File: src/sv/dxt_pkg.sv
`default_nettype none
package dxt_pkg;

    localparam int DIM_W     = 13;
    localparam int COORD_W   = 12;
    localparam int BLK_W     = 10;
    localparam int CFG_IDX_W = 2;

    localparam logic [DIM_W-1:0] MAX_DIMENSION = 13'd4096;

    // Configuration register indexes
    localparam logic [CFG_IDX_W-1:0] CFG_MODE   = 2'd0;
    localparam logic [CFG_IDX_W-1:0] CFG_WIDTH  = 2'd1;
    localparam logic [CFG_IDX_W-1:0] CFG_HEIGHT = 2'd2;

    // Reciprocals: v*255/31, v*255/63 and x/3, each followed by a right shift
    localparam logic [28:0] EXP5_RECIP = 29'd8625630;  // 255 * 33826, shift 20
    localparam logic [27:0] EXP6_RECIP = 28'd4244475;  // 255 * 16645, shift 20
    localparam logic [19:0] DIV3_RECIP = 20'd683;      // shift 11

    typedef struct packed {
        logic [63:0] color_block;
        logic [63:0] alpha_block;
    } in_t;

    typedef struct packed {
        logic [COORD_W-1:0] texel_x;
        logic [COORD_W-1:0] texel_y;
        logic [7:0]         red;
        logic [7:0]         green;
        logic [7:0]         blue;
        logic [7:0]         alpha;
        logic               block_done;
        logic               frame_done;
    } out_t;

    typedef struct packed {
        logic [7:0] r;
        logic [7:0] g;
        logic [7:0] b;
    } rgb_t;

    typedef rgb_t [3:0] pal_t;

endpackage
`default_nettype wire

File: src/sv/dxt_palette.sv
`default_nettype none
module dxt_palette
    import dxt_pkg::*;
(
    input  wire rgb_t ep0,
    input  wire rgb_t ep1,
    input  wire       four_color,
    output pal_t      pal
);

    function automatic logic [7:0] div3(input logic [9:0] x);
        logic [19:0] p;
        p = 20'(x) * DIV3_RECIP;
        return p[18:11];
    endfunction

    // Returns {entry2, entry3} for one channel
    function automatic logic [15:0] mix(input logic [7:0] a, input logic [7:0] b,
                                        input logic fc);
        logic [9:0] s2;
        logic [9:0] s3;
        logic [8:0] sm;
        s2 = {1'b0, a, 1'b0} + 10'(b);
        s3 = 10'(a) + {1'b0, b, 1'b0};
        sm = 9'(a) + 9'(b);
        if (fc)
            return {div3(s2), div3(s3)};
        else
            return {sm[8:1], 8'd0};
    endfunction

    logic [15:0] mr;
    logic [15:0] mg;
    logic [15:0] mb;

    always_comb
    begin
        mr = mix(ep0.r, ep1.r, four_color);
        mg = mix(ep0.g, ep1.g, four_color);
        mb = mix(ep0.b, ep1.b, four_color);
        pal[0] = ep0;
        pal[1] = ep1;
        pal[2] = '{r: mr[15:8], g: mg[15:8], b: mb[15:8]};
        pal[3] = '{r: mr[7:0], g: mg[7:0], b: mb[7:0]};
    end

endmodule
`default_nettype wire

File: src/sv/dxt_block_texel_decoder_core.sv
// A block is registered in a_reg, moves with its palette into b_reg once b_reg is free,
// and each texel is registered in the output register. One texel per cycle while out_ready
// holds; a block yields its texels inside the image (16 for an interior block), the next
// block is taken in while the current one drains; one wholly outside the image is dropped.
// Reset (rst_n low, asynchronous): pipeline empties, block position goes to column 0,
// row 0, and configuration returns to DXT1 with a 4x4 image.
`default_nettype none
module dxt_block_texel_decoder_core
    import dxt_pkg::*;
(
    input  wire                 clk,
    input  wire                 rst_n,
    input  wire                 in_valid,
    output logic                in_ready,
    input  wire in_t            in_data,
    output logic                out_valid,
    input  wire                 out_ready,
    output out_t                out_data,
    input  wire                 cfg_we,
    input  wire [CFG_IDX_W-1:0] cfg_index,
    input  wire [DIM_W-1:0]     cfg_data
);

    typedef struct packed {
        rgb_t               ep0;
        rgb_t               ep1;
        logic               four_color;
        logic [31:0]        idx;
        logic [63:0]        alpha;
        logic               mode;
        logic [BLK_W-1:0]   bx;
        logic [BLK_W-1:0]   by;
        logic [1:0]         ncm1;
        logic [1:0]         nrm1;
        logic               last;
    } a_blk_t;

    typedef struct packed {
        pal_t               pal;
        logic [31:0]        idx;
        logic [63:0]        alpha;
        logic               mode;
        logic [BLK_W-1:0]   bx;
        logic [BLK_W-1:0]   by;
        logic [1:0]         ncm1;
        logic [1:0]         nrm1;
        logic               last;
    } b_blk_t;

    function automatic logic [7:0] expand5(input logic [4:0] v);
        logic [28:0] p;
        p = 29'(v) * EXP5_RECIP;
        return p[27:20];
    endfunction

    function automatic logic [7:0] expand6(input logic [5:0] v);
        logic [27:0] p;
        p = 28'(v) * EXP6_RECIP;
        return p[27:20];
    endfunction

    function automatic rgb_t expand(input logic [15:0] c);
        rgb_t e;
        e.r = expand5(c[15:11]);
        e.g = expand6(c[10:5]);
        e.b = expand5(c[4:0]);
        return e;
    endfunction

    function automatic logic [DIM_W-1:0] clamp_dim(input logic [DIM_W-1:0] v);
        if (v == '0)
            return DIM_W'(1);
        else if (v > MAX_DIMENSION)
            return MAX_DIMENSION;
        else
            return v;
    endfunction

    logic               mode_reg;
    logic [DIM_W-1:0]   width_reg;
    logic [DIM_W-1:0]   height_reg;
    logic [BLK_W-1:0]   col_reg;
    logic [BLK_W-1:0]   col_next;
    logic [BLK_W-1:0]   row_reg;
    logic [BLK_W-1:0]   row_next;

    logic               a_vld_reg;
    a_blk_t             a_reg;
    a_blk_t             a_next;
    logic               b_vld_reg;
    b_blk_t             b_reg;
    logic [1:0]         cx_reg;
    logic [1:0]         cy_reg;
    logic               o_vld_reg;
    out_t               o_reg;
    out_t               o_next;

    logic [DIM_W-1:0]   w;
    logic [DIM_W-1:0]   h;
    logic [BLK_W:0]     bw4;
    logic [BLK_W:0]     bh4;
    logic               col_last;
    logic               row_last;
    logic [DIM_W-1:0]   x0;
    logic [DIM_W-1:0]   y0;
    logic [DIM_W-1:0]   cols_left;
    logic [DIM_W-1:0]   rows_left;
    logic               empty;

    logic               in_fire;
    logic               out_free;
    logic               b_emit;
    logic               b_last;
    logic               b_free;
    logic               a_move;
    pal_t               pal;
    logic [3:0]         t;
    logic [1:0]         sel;
    logic [3:0]         nib;

    assign out_free = !o_vld_reg || out_ready;
    assign b_last   = (cx_reg == b_reg.ncm1) && (cy_reg == b_reg.nrm1);
    assign b_emit   = b_vld_reg && out_free;
    assign b_free   = !b_vld_reg || (b_emit && b_last);
    assign a_move   = a_vld_reg && b_free;
    assign in_ready = !a_vld_reg || a_move;
    assign in_fire  = in_valid && in_ready;

    // Block position and the visible part of the block
    always_comb
    begin
        w         = clamp_dim(width_reg);
        h         = clamp_dim(height_reg);
        bw4       = (BLK_W+1)'((14'(w) + 14'd3) >> 2);
        bh4       = (BLK_W+1)'((14'(h) + 14'd3) >> 2);
        col_last  = ((BLK_W+1)'(col_reg) + (BLK_W+1)'(1)) >= bw4;
        row_last  = ((BLK_W+1)'(row_reg) + (BLK_W+1)'(1)) >= bh4;
        x0        = {1'b0, col_reg, 2'b00};
        y0        = {1'b0, row_reg, 2'b00};
        cols_left = w - x0;
        rows_left = h - y0;
        empty     = (x0 >= w) || (y0 >= h);

        col_next = col_reg;
        row_next = row_reg;
        if (col_last)
        begin
            col_next = '0;
            row_next = row_last ? '0 : row_reg + BLK_W'(1);
        end
        else
        begin
            col_next = col_reg + BLK_W'(1);
        end

        a_next.ep0        = expand(in_data.color_block[15:0]);
        a_next.ep1        = expand(in_data.color_block[31:16]);
        a_next.four_color = mode_reg
                            || (in_data.color_block[15:0] > in_data.color_block[31:16]);
        a_next.idx        = in_data.color_block[63:32];
        a_next.alpha      = in_data.alpha_block;
        a_next.mode       = mode_reg;
        a_next.bx         = col_reg;
        a_next.by         = row_reg;
        a_next.ncm1       = (cols_left > DIM_W'(3)) ? 2'd3 : 2'(cols_left - DIM_W'(1));
        a_next.nrm1       = (rows_left > DIM_W'(3)) ? 2'd3 : 2'(rows_left - DIM_W'(1));
        a_next.last       = col_last && row_last;
    end

    dxt_palette u_palette (
        .ep0        (a_reg.ep0),
        .ep1        (a_reg.ep1),
        .four_color (a_reg.four_color),
        .pal        (pal)
    );

    // Texel select from the emitting block
    always_comb
    begin
        t   = {cy_reg, cx_reg};
        sel = b_reg.idx[{t, 1'b0} +: 2];
        nib = b_reg.alpha[{t, 2'b00} +: 4];
        o_next.texel_x    = {b_reg.bx, cx_reg};
        o_next.texel_y    = {b_reg.by, cy_reg};
        o_next.red        = b_reg.pal[sel].r;
        o_next.green      = b_reg.pal[sel].g;
        o_next.blue       = b_reg.pal[sel].b;
        o_next.alpha      = b_reg.mode ? {nib, nib} : 8'hFF;
        o_next.block_done = b_last;
        o_next.frame_done = b_last && b_reg.last;
    end

    always_ff @(posedge clk or negedge rst_n)
    begin
        if (!rst_n)
        begin
            mode_reg   <= 1'b0;
            width_reg  <= DIM_W'(4);
            height_reg <= DIM_W'(4);
        end
        else if (cfg_we)
        begin
            case (cfg_index)
                CFG_MODE:   mode_reg   <= cfg_data[0];
                CFG_WIDTH:  width_reg  <= cfg_data;
                CFG_HEIGHT: height_reg <= cfg_data;
                default:    ;
            endcase
        end
    end

    always_ff @(posedge clk or negedge rst_n)
    begin
        if (!rst_n)
        begin
            col_reg   <= '0;
            row_reg   <= '0;
            a_vld_reg <= 1'b0;
            b_vld_reg <= 1'b0;
            cx_reg    <= '0;
            cy_reg    <= '0;
            o_vld_reg <= 1'b0;
        end
        else
        begin
            if (in_fire)
            begin
                col_reg   <= col_next;
                row_reg   <= row_next;
                // drop a block that lies wholly outside the image
                a_vld_reg <= !empty;
            end
            else if (a_move)
            begin
                a_vld_reg <= 1'b0;
            end

            if (a_move)
            begin
                b_vld_reg <= 1'b1;
                cx_reg    <= '0;
                cy_reg    <= '0;
            end
            else if (b_emit)
            begin
                if (b_last)
                    b_vld_reg <= 1'b0;
                if (cx_reg == b_reg.ncm1)
                begin
                    cx_reg <= '0;
                    cy_reg <= cy_reg + 2'd1;
                end
                else
                begin
                    cx_reg <= cx_reg + 2'd1;
                end
            end

            if (b_emit)
                o_vld_reg <= 1'b1;
            else if (out_ready)
                o_vld_reg <= 1'b0;
        end
    end

    always_ff @(posedge clk)
    begin
        if (in_fire)
            a_reg <= a_next;
        if (a_move)
        begin
            b_reg.pal   <= pal;
            b_reg.idx   <= a_reg.idx;
            b_reg.alpha <= a_reg.alpha;
            b_reg.mode  <= a_reg.mode;
            b_reg.bx    <= a_reg.bx;
            b_reg.by    <= a_reg.by;
            b_reg.ncm1  <= a_reg.ncm1;
            b_reg.nrm1  <= a_reg.nrm1;
            b_reg.last  <= a_reg.last;
        end
        if (b_emit)
            o_reg <= o_next;
    end

    assign out_valid = o_vld_reg;
    assign out_data  = o_reg;

endmodule
`default_nettype wire

File: config.mk
export PLATFORM = sky130hd
export DESIGN_NAME = dxt_block_texel_decoder_core
export DESIGN_NICKNAME = d
export VERILOG_FILES = /design/src/sv/dxt_pkg.sv /design/src/sv/dxt_palette.sv /design/src/sv/dxt_block_texel_decoder_core.sv
export SDC_FILE = /design/constraint.sdc
export NUM_CORES = 1
export LEC_CHECK = 0
export ABC_AREA = 1
export BUFFER_PORTS_ARGS = -buffer_cell sky130_fd_sc_hd__buf_4
export CAP_MARGIN = 20
export CORE_UTILIZATION = 60
export DETAILED_ROUTE_END_ITERATION = 16
export GPL_ROUTABILITY_DRIVEN = 0
export PLACE_DENSITY = 0.78
export REMOVE_ABC_BUFFERS = 1
export SKIP_CTS_REPAIR_TIMING = 1
export SLEW_MARGIN = 20
export SYNTH_ARGS = -nofsm -noshare
export SYNTH_HDL_FRONTEND = slang
export SYNTH_SLANG_ARGS = --single-unit
export TNS_END_PERCENT = 50
File: constraint.sdc
create_clock -name clk -period 10.4 [get_ports clk]
set_input_delay 1.04 -clock clk [delete_from_list [all_inputs] [get_ports clk]]
set_output_delay 1.04 -clock clk [all_outputs]
set_load 0.01 [all_outputs]
[After elaboration in Yosys (flattened, before gate mapping)]
Index checks and enable logic that the tools add are counted.
Operators by class
  add/subtract/negate cells: 21
  multipliers: 12
  $lt $le $gt $ge: 10
  equal/unequal tests: 4
  shift-type cells: 2
  mux-type cells: 24
  reductions and logical operators: 30
Operator list (number)
  multiplier 10 x 10 -> 19 bit, second input constant: 6
  multiplier 5 x 23 -> 27 bit, second input constant: 4
  variable part select 64 x 7 -> 4 bit: 1
  multiplier 6 x 23 -> 28 bit, second input constant: 2
  2-to-1 mux 13 bit: 4
  binary-select mux 24 bit (select 2 bit): 1
  2-to-1 mux 16 bit: 3
  variable part select 32 x 6 -> 2 bit: 1
  adder 8 x 9 -> 10 bit: 3
  adder 9 x 8 -> 10 bit: 3
  adder 8 x 8 -> 9 bit: 3
  adder 13 x 2 -> 13 bit, second input constant: 2
  greater-or-equal comparator 12 x 13 -> 1 bit: 2
  > comparator 13 bit, second input constant: 2
  > comparator 13 x 2 -> 1 bit, second input constant: 2
  logical NOT 13 bit: 2
  subtractor 13 x 12 -> 13 bit: 2
  2-to-1 mux 24 bit: 1
  adder 10 x 1 -> 11 bit, second input constant: 2
  greater-or-equal comparator 11 bit: 2
  adder 10 x 1 -> 10 bit, second input constant: 2
  2-to-1 mux 10 bit: 2
  > comparator 16 bit: 1
  2-to-1 mux 2 bit: 6
  other kinds (13): 44
Word-level totals
  flip-flop bits (word level): 501
  input bits: 148
  output and inout port bits: 60

[Depth between registers and ports, before layout]
Gate-level depths: netlist (run 1).
  depth in word-level cells: 9
  gate-level depth with buffers: 29

[Hierarchy]
A second synthesis (run 1) with hierarchy kept.
Unflattened totals
  cell total of the unflattened synthesis: 5381
  area, all modules: 45974.1 um^2
Modules (own cells, without submodules)
  dxt_block_texel_decoder_core: times used 1, cells an instance 3253, area an instance 30979.7 um^2, seq. area each 14656.6 um^2
  dxt_palette: times used 1, cells an instance 2128, area an instance 14994.4 um^2, seq. area each 0.0 um^2

[Worst setup path before layout (run 1)]
OpenSTA, ideal clock, no wires.
  kind: input -> register
  start point: input out_ready
  end point: register cy_reg[0]
  arrival time: 6.135 ns
  data required time: 10.276 ns
  slack: 4.141 ns
  stages: 8
  path buffers: 0
  cells stage by stage: inv_1 nand2_1 nand2_2 nand2_1 nand2_1 inv_1 o21ai_1 o21a_1
Between the ends
  cells in the longest elaborated chain, start to end: 7
  elaborated cells on any way between the ends: 9
  classes of those cells: mux (1); reduce/logical (8)
Ends and longest elaborated chain
  start, declared: line dxt_block_texel_decoder_core.sv:17  | input wire out_ready,
  logical OR 1 bit *: line dxt_block_texel_decoder_core.sv:121  | assign out_free = !o_vld_reg || out_ready;
  logical AND 1 bit *: line dxt_block_texel_decoder_core.sv:123  | assign b_emit = b_vld_reg && out_free;
  logical AND 1 bit *: line dxt_block_texel_decoder_core.sv:124  | assign b_free = !b_vld_reg || (b_emit && b_last);
  logical OR 1 bit *: line dxt_block_texel_decoder_core.sv:124
  logical AND 1 bit *: line dxt_block_texel_decoder_core.sv:125  | assign a_move = a_vld_reg && b_free;
  net a_move: line dxt_block_texel_decoder_core.sv:115  | logic a_move;
  nonzero test 2 bit (no source line)
  AND reduction 2 bit (no source line)
  end signal, assigned: line dxt_block_texel_decoder_core.sv:251  | cy_reg <= cy_reg + 2'd1;
  end, declared: line dxt_block_texel_decoder_core.sv:93  | logic [1:0] cy_reg;
Mark *: on every way through the listed nets, which the timed path passes. The rest lies on a longest branch.
A chain may end at the register's enable or synchronous reset.

[Worst setup path after layout (run 1)]
  start point: register a_reg[156] (netlist name)
  end point: register b_reg[207] (netlist bit) (data pin)
Between the ends
  cells in the longest elaborated chain, start to end: 2
Ends and longest elaborated chain
  adder 8 x 9 -> 10 bit: line dxt_palette.sv:24  | s3 = 10'(a) + {1'b0, b, 1'b0};
  multiplier 10 x 10 -> 19 bit: line dxt_palette.sv:13  | p = 20'(x) * DIV3_RECIP;
  end, declared: line dxt_block_texel_decoder_core.sv:91  | b_blk_t b_reg;
No other way between the ends.

==> qor.yml, run 1 <==
outcome:
  status: "finished clean"
drt:
  via_count: 32800
  via_per_inst: 5.58
  drc: 0
  dr.pass1.iters: 6
  drtIter0Drc: 2217
  wl_per_cell_um: 17.0
  ant_nets: 0
  routed_wl_um: 99700
setup_path:
  crit_arrival_ps: 6590
  slowest_stage: "fa_1"
  path_class: "flop to flop"
  critPathMaxFanout: 6
  crit_path_end_kind: "flop"
  path_cells: "ha_1, inv_1, fa_1, o21ai_0, nand2_1, nand2_1, xor2_1, ha_1, ha_1, inv_1, fa_1, inv_1, fa_1, inv_1, fa_1, inv_1, ha_1, nand2_1, nor2_1, nand2_1, o21ai_0, nand3_1, a21oi_1, nor2_1"
  start_kind: "flop"
  cpPeakStageDelay_ps: 530
  required_ps: 10750
  r2r_end: "b_reg[207]"
  cp.depth: 24
  cp_num_buf_inv: 5
  cpLargestDelayFamily: "adder cells"
  cp-startpoint: "a_reg[156]"
  rrSetupSlack_ps: 4150
  crit_end: "b_reg[207]"
  r2r-start: "a_reg[156]"
  cpMostUsedCell: "inv_1"
  reg2regPathDepth: 24
finish:
  nFillCells: 5576
  syn_to_final_growth_pct: 9.71
  drive_above_1_share_pct: 7.66
  largest_reg_flops: 218
  nets: 5944
timing:
  fin_ws_ps: 4150
  maxSlewViolCount: 0
  finalClockSkew_ps: 58.0
  finalHoldViolations: 0
  fmax_ghz: 0.160
  finalCritPeriodShare_pct: 60.1
  final.setup.tns_ps: 0
  post-route-min-period_ps: 6250
  rsz0062_at_grt: "no"
  tightest_slew_ps: 1110
  finalSetupViolCount: 0
  relSlewSlack_pct: 25.7
floorplan:
  rows: 98
  die-height_um: 271
  coreArea_sq_mm: 0.0715
  dieArea_sq_mm: 0.0733
  die_w_um: 271
  initial_core_util_pct: 60.6
  io_pins: 208
clock_network:
  insertion_delay_ps: 630
  cts_tree: "yes"
  clkTransAtPathRegs_ps: 70
  cts_max_path_buffers: 3
  clock-root-buffer: "clkbuf_16"
  htree_num_levels: 2
  cts_made_buffers: 50
  cts_num_sinks: 497
grt:
  busiest_layer: "met2"
  grt_pass1_vias: 32500
  track_usage_pct: 27.3
  use_met2_pct: 45.2
  grt_first_pass_wirelength_um: 162000
  grt_use_met3_pct: 3.95
  grtUsageMet1_pct: 37.3
  antenna_found_initial: 9
  overflow: 0
  grt_max_degree: 152
synthesis:
  synthTopCellsByCount: "795 x inv_1, 777 x nand2_1, 692 x ha_1"
  synthCells: 4661
  synth_edf_count: 443
  ys_seq_area_share_pct: 33.8
  synth_top_cell_by_area: "edfxtp_1"
  synth-seq-cells: 497
  synthFlopType: "edfxtp_1"
  syn_avg_cell_area_sq_um: 9.29
  ys_top_cells_by_area: "edfxtp_1 31%, ha_1 20%, fa_1 10%"
  syn_area_sq_mm: 0.0433
  yosys_warnings: 0
  yosysTopAreaCellShare_pct: 30.7
  netlist-cell-type-count: 64
  postSynth.asyncResetShare_pct: 10.9
  synth_most_common_cell: "inv_1"
run:
  maxCapViolations: 0
place:
  dp_hpwl_um: 78100
  pre_cts_slack_ps: 4270
  port_buffers: 207
min_path:
  worstHoldPathType: "flop to flop"
## worst reg2reg max path: cells and delay by family, from the launching register on
family / cells / cell delay [ps]
buffers and inverters: 5 / 250
AND/OR/NAND/NOR: 7 / 710
flip-flops: 1 / 470
adder cells (fa/ha/maj): 8 / 3110
AO/OA/AOI/OAI: 3 / 1060
XOR/XNOR: 1 / 370
## placed cells by master, fill, tap and decap left out, drive strengths merged, types with 185 or more instances in the layout
cell type	n
a21oi	296
edfxtp	443
fa	225
nand3	185
o21ai	260
nand2	786
inv	802
buf	220
nor2	317
ha	692
## cells by family after synthesis
logic type      share of synthesized area (%)
simple gates                             14.3
buf+inv                                  7.75
compound gates                           10.7
flops                                    33.8
xor+xnor                                 3.03
fa+ha+maj                                30.4
## routing by layer
layer | vias to the layer above | wire length, um
li1 | 16200 | -
met1 | 15500 | 44500
met2 | 910 | 46400
met3 | 180 | 5950
met4 | 8 | 2810
met5 | - | 54
## worst min path at each step
stage                     slack [ps]        from    endpoint  cells past startpoint
after CTS                        380   a_reg[51]   b_reg[51]                      0
after floorplan                  400    a_reg[0]    b_reg[0]                      0
after global placement           400   a_reg[51]   b_reg[51]                      0
final                            380   a_reg[51]   b_reg[51]                      0
after global routing             390   a_reg[51]   b_reg[51]                      0
after detailed placement         400  a_reg[108]  b_reg[108]                      0
## through the flow
stage          cells  hold slack, ps  util, %  instance area (sq um)
2_1_floorplan   4607             400        -                  43000
3_3_place_gp    5776             400     64.1                  45800
3_5_place_dp    5776             405     64.1                  45800
4_1_cts         5869             377     66.4                  47500
5_1_grt         5874             394     66.5                  47500
6_report        5875             379     66.5                  47500
## layout make-up
cell class / count / area, sq um / share of cell area [%]
Timing Repair Buffer: 220 / 1670 / 3.52
Clock inverter: 21 / 273 / 0.574
Inverter: 800 / 3020 / 6.35
Tap cell: 950 / 1190 / 2.50
Multi-Input combinational cell: 3310 / 25300 / 53.2
Clock buffer: 72 / 1400 / 2.94
Sequential cell: 497 / 14700 / 30.8
Antenna cell: 5 / 12.5 / 0.0263
Power of run 1 is not shown: default switching activity piles up to over one toggle a cycle in this logic, so the estimate is an artifact.
==> run 2, diff against run 1 <==
==> constraint.sdc (replaced) <==
create_clock -name clk -period 6.6 [get_ports clk]
set_input_delay 0.66 -clock clk [delete_from_list [all_inputs] [get_ports clk]]
set_output_delay 0.66 -clock clk [all_outputs]
set_load 0.01 [all_outputs]
==> qor.yml, run 2 (same netlist as run 1, synthesis figures left out) <==
clock_network:
  htree_num_levels: 2  # unchanged
  insertion_delay_ps: 620  # about the same
  cts_num_sinks: 497  # unchanged
  cts_max_path_buffers: 3  # unchanged
  cts_tree: "yes"
  clkTransAtPathRegs_ps: 70  # about the same
  cts_made_buffers: 50  # unchanged
  clock-root-buffer: "clkbuf_16"
floorplan:
  rows: 98  # unchanged
  dieArea_sq_mm: 0.0733  # unchanged
  die_w_um: 271  # unchanged
  die-height_um: 271  # unchanged
  initial_core_util_pct: 60.6  # unchanged
  coreArea_sq_mm: 0.0715  # unchanged
  io_pins: 208  # unchanged
run:
  maxCapViolations: 0  # unchanged
timing:
  finalClockSkew_ps: 58.7  # +0.734 ps
  rsz0062_at_grt: "no"
  relSlewSlack_pct: 31.3  # +5.6 points
  finalCritPeriodShare_pct: 92.2  # +32 points
  tightest_slew_ps: 1030  # -83.5 ps
  fin_ws_ps: 516  # -3640 ps
  post-route-min-period_ps: 6080  # -162 ps
  finalHoldViolations: 0  # unchanged
  fmax_ghz: 0.164  # +2.7%
  final.setup.tns_ps: 0  # unchanged
  whs_ps: 89.4  # -289 ps
  maxSlewViolCount: 0  # unchanged
  finalSetupViolCount: 0  # unchanged
grt:
  grtUsageMet1_pct: 37.7  # +0.43 points
  overflow: 0  # unchanged
  antenna_found_initial: 2  # -7
  busiest_layer: "met2"
  grt_pass1_vias: 32800  # +0.97%
  use_met2_pct: 47.0  # +1.8 points
  grt_use_met3_pct: 2.84  # -1.1 points
  grt_first_pass_wirelength_um: 164000  # +0.84%
  grt_max_degree: 147  # -3.3%
  track_usage_pct: 27.6  # +0.26 points
setup_path:
  path_class: "flop to flop"
  crit_arrival_ps: 6420  # -170 ps
  crit_path_end_kind: "flop"
  start_kind: "flop"
  r2r-start: "a_reg[156]"
  critPathMaxFanout: 6  # unchanged
  cp-startpoint: "a_reg[156]"
  required_ps: 6940  # -3810 ps
place:
  port_buffers: 207  # unchanged
  pre_cts_slack_ps: 449  # -3820 ps
  dp_hpwl_um: 79000  # +1.1%
finish:
  syn_to_final_growth_pct: 9.96
  final_common_cell: "inv_1"
  drive_above_1_share_pct: 7.86  # +0.20 points
  nets: 5946  # +0.034%
  final_cell_mix: "793 x inv_1, 777 x nand2_1, 692 x ha_1, 443 x edfxtp_1, 307 x nor2_1"
  largest_reg_flops: 218  # unchanged
outcome:
  status: "finished clean"
drt:
  via_per_inst: 5.63  # +0.89%
  drc: 0  # unchanged
  via_count: 33100  # +0.91%
  dr.pass1.iters: 6  # unchanged
  drtIter0Drc: 2379  # +7.3%
  wl_per_cell_um: 17.2  # +1.2%
  routed_wl_um: 101000  # +1.2%
  ant_nets: 0  # unchanged
min_path:
  worstHoldPathType: "input pin to asynchronous set/reset pin"
-- run 2: area by class of cell --
type | count | area (sq um)
antenna | 4 | 10.0
multi-input combinational | 3310 | 25300
tap | 950 | 1190
sequential | 497 | 14700
clock inverter | 28 | 389
inverter | 800 | 3020
fill | 5568 | 23900
timing repair buffer | 222 | 1680
clock buffer | 65 | 1390
-- run 2: worst paths after layout --
path	to	slack, ps	cells past startpoint
hold reg to reg	b_reg[38]	370	0
min in group clk	a_reg[83]	210	1
hold / removal	col_reg[4]	90	1
setup / recovery	b_reg[207]	520	24
setup reg to reg	b_reg[207]	520	24
max in group asynchronous	cx_reg[0]	6000	1
-- run 2: per-stage QoR --
stage	area, sq um	util (%)	cells
3_5_place_dp	45800	64.1	5779
5_1_grt	47600	66.6	5874
2_1_floorplan	43000	-	4607
6_report	47600	66.6	5876
3_3_place_gp	45800	64.1	5779
4_1_cts	47600	66.6	5872
-- run 2: routing by layer --
metal | vias to the layer above | routed length (um)
met3 | 155 | 6170
met2 | 1032 | 48200
met4 | 0 | 2210
met1 | 15700 | 44300
li1 | 16200 | -
met5 | - | 0
-- run 2: critical path, cell delays in order (launching register included) --
cell	delay, ps
edfxtp_1	480
ha_1	220
inv_1	60
fa_1	400
o21ai_0	390
nand2_1	90
nand2_1	90
xor2_1	370
ha_1	330
ha_1	290
inv_1	60
fa_1	520
inv_1	50
fa_1	490
inv_1	60
fa_1	540
inv_1	50
ha_1	330
nand2_1	100
o21ai_0	220
a21oi_1	90
o21ai_1	210
nand3_1	150
a21oi_1	150
nor2_1	60
Power of run 2 is left out for the same reason.
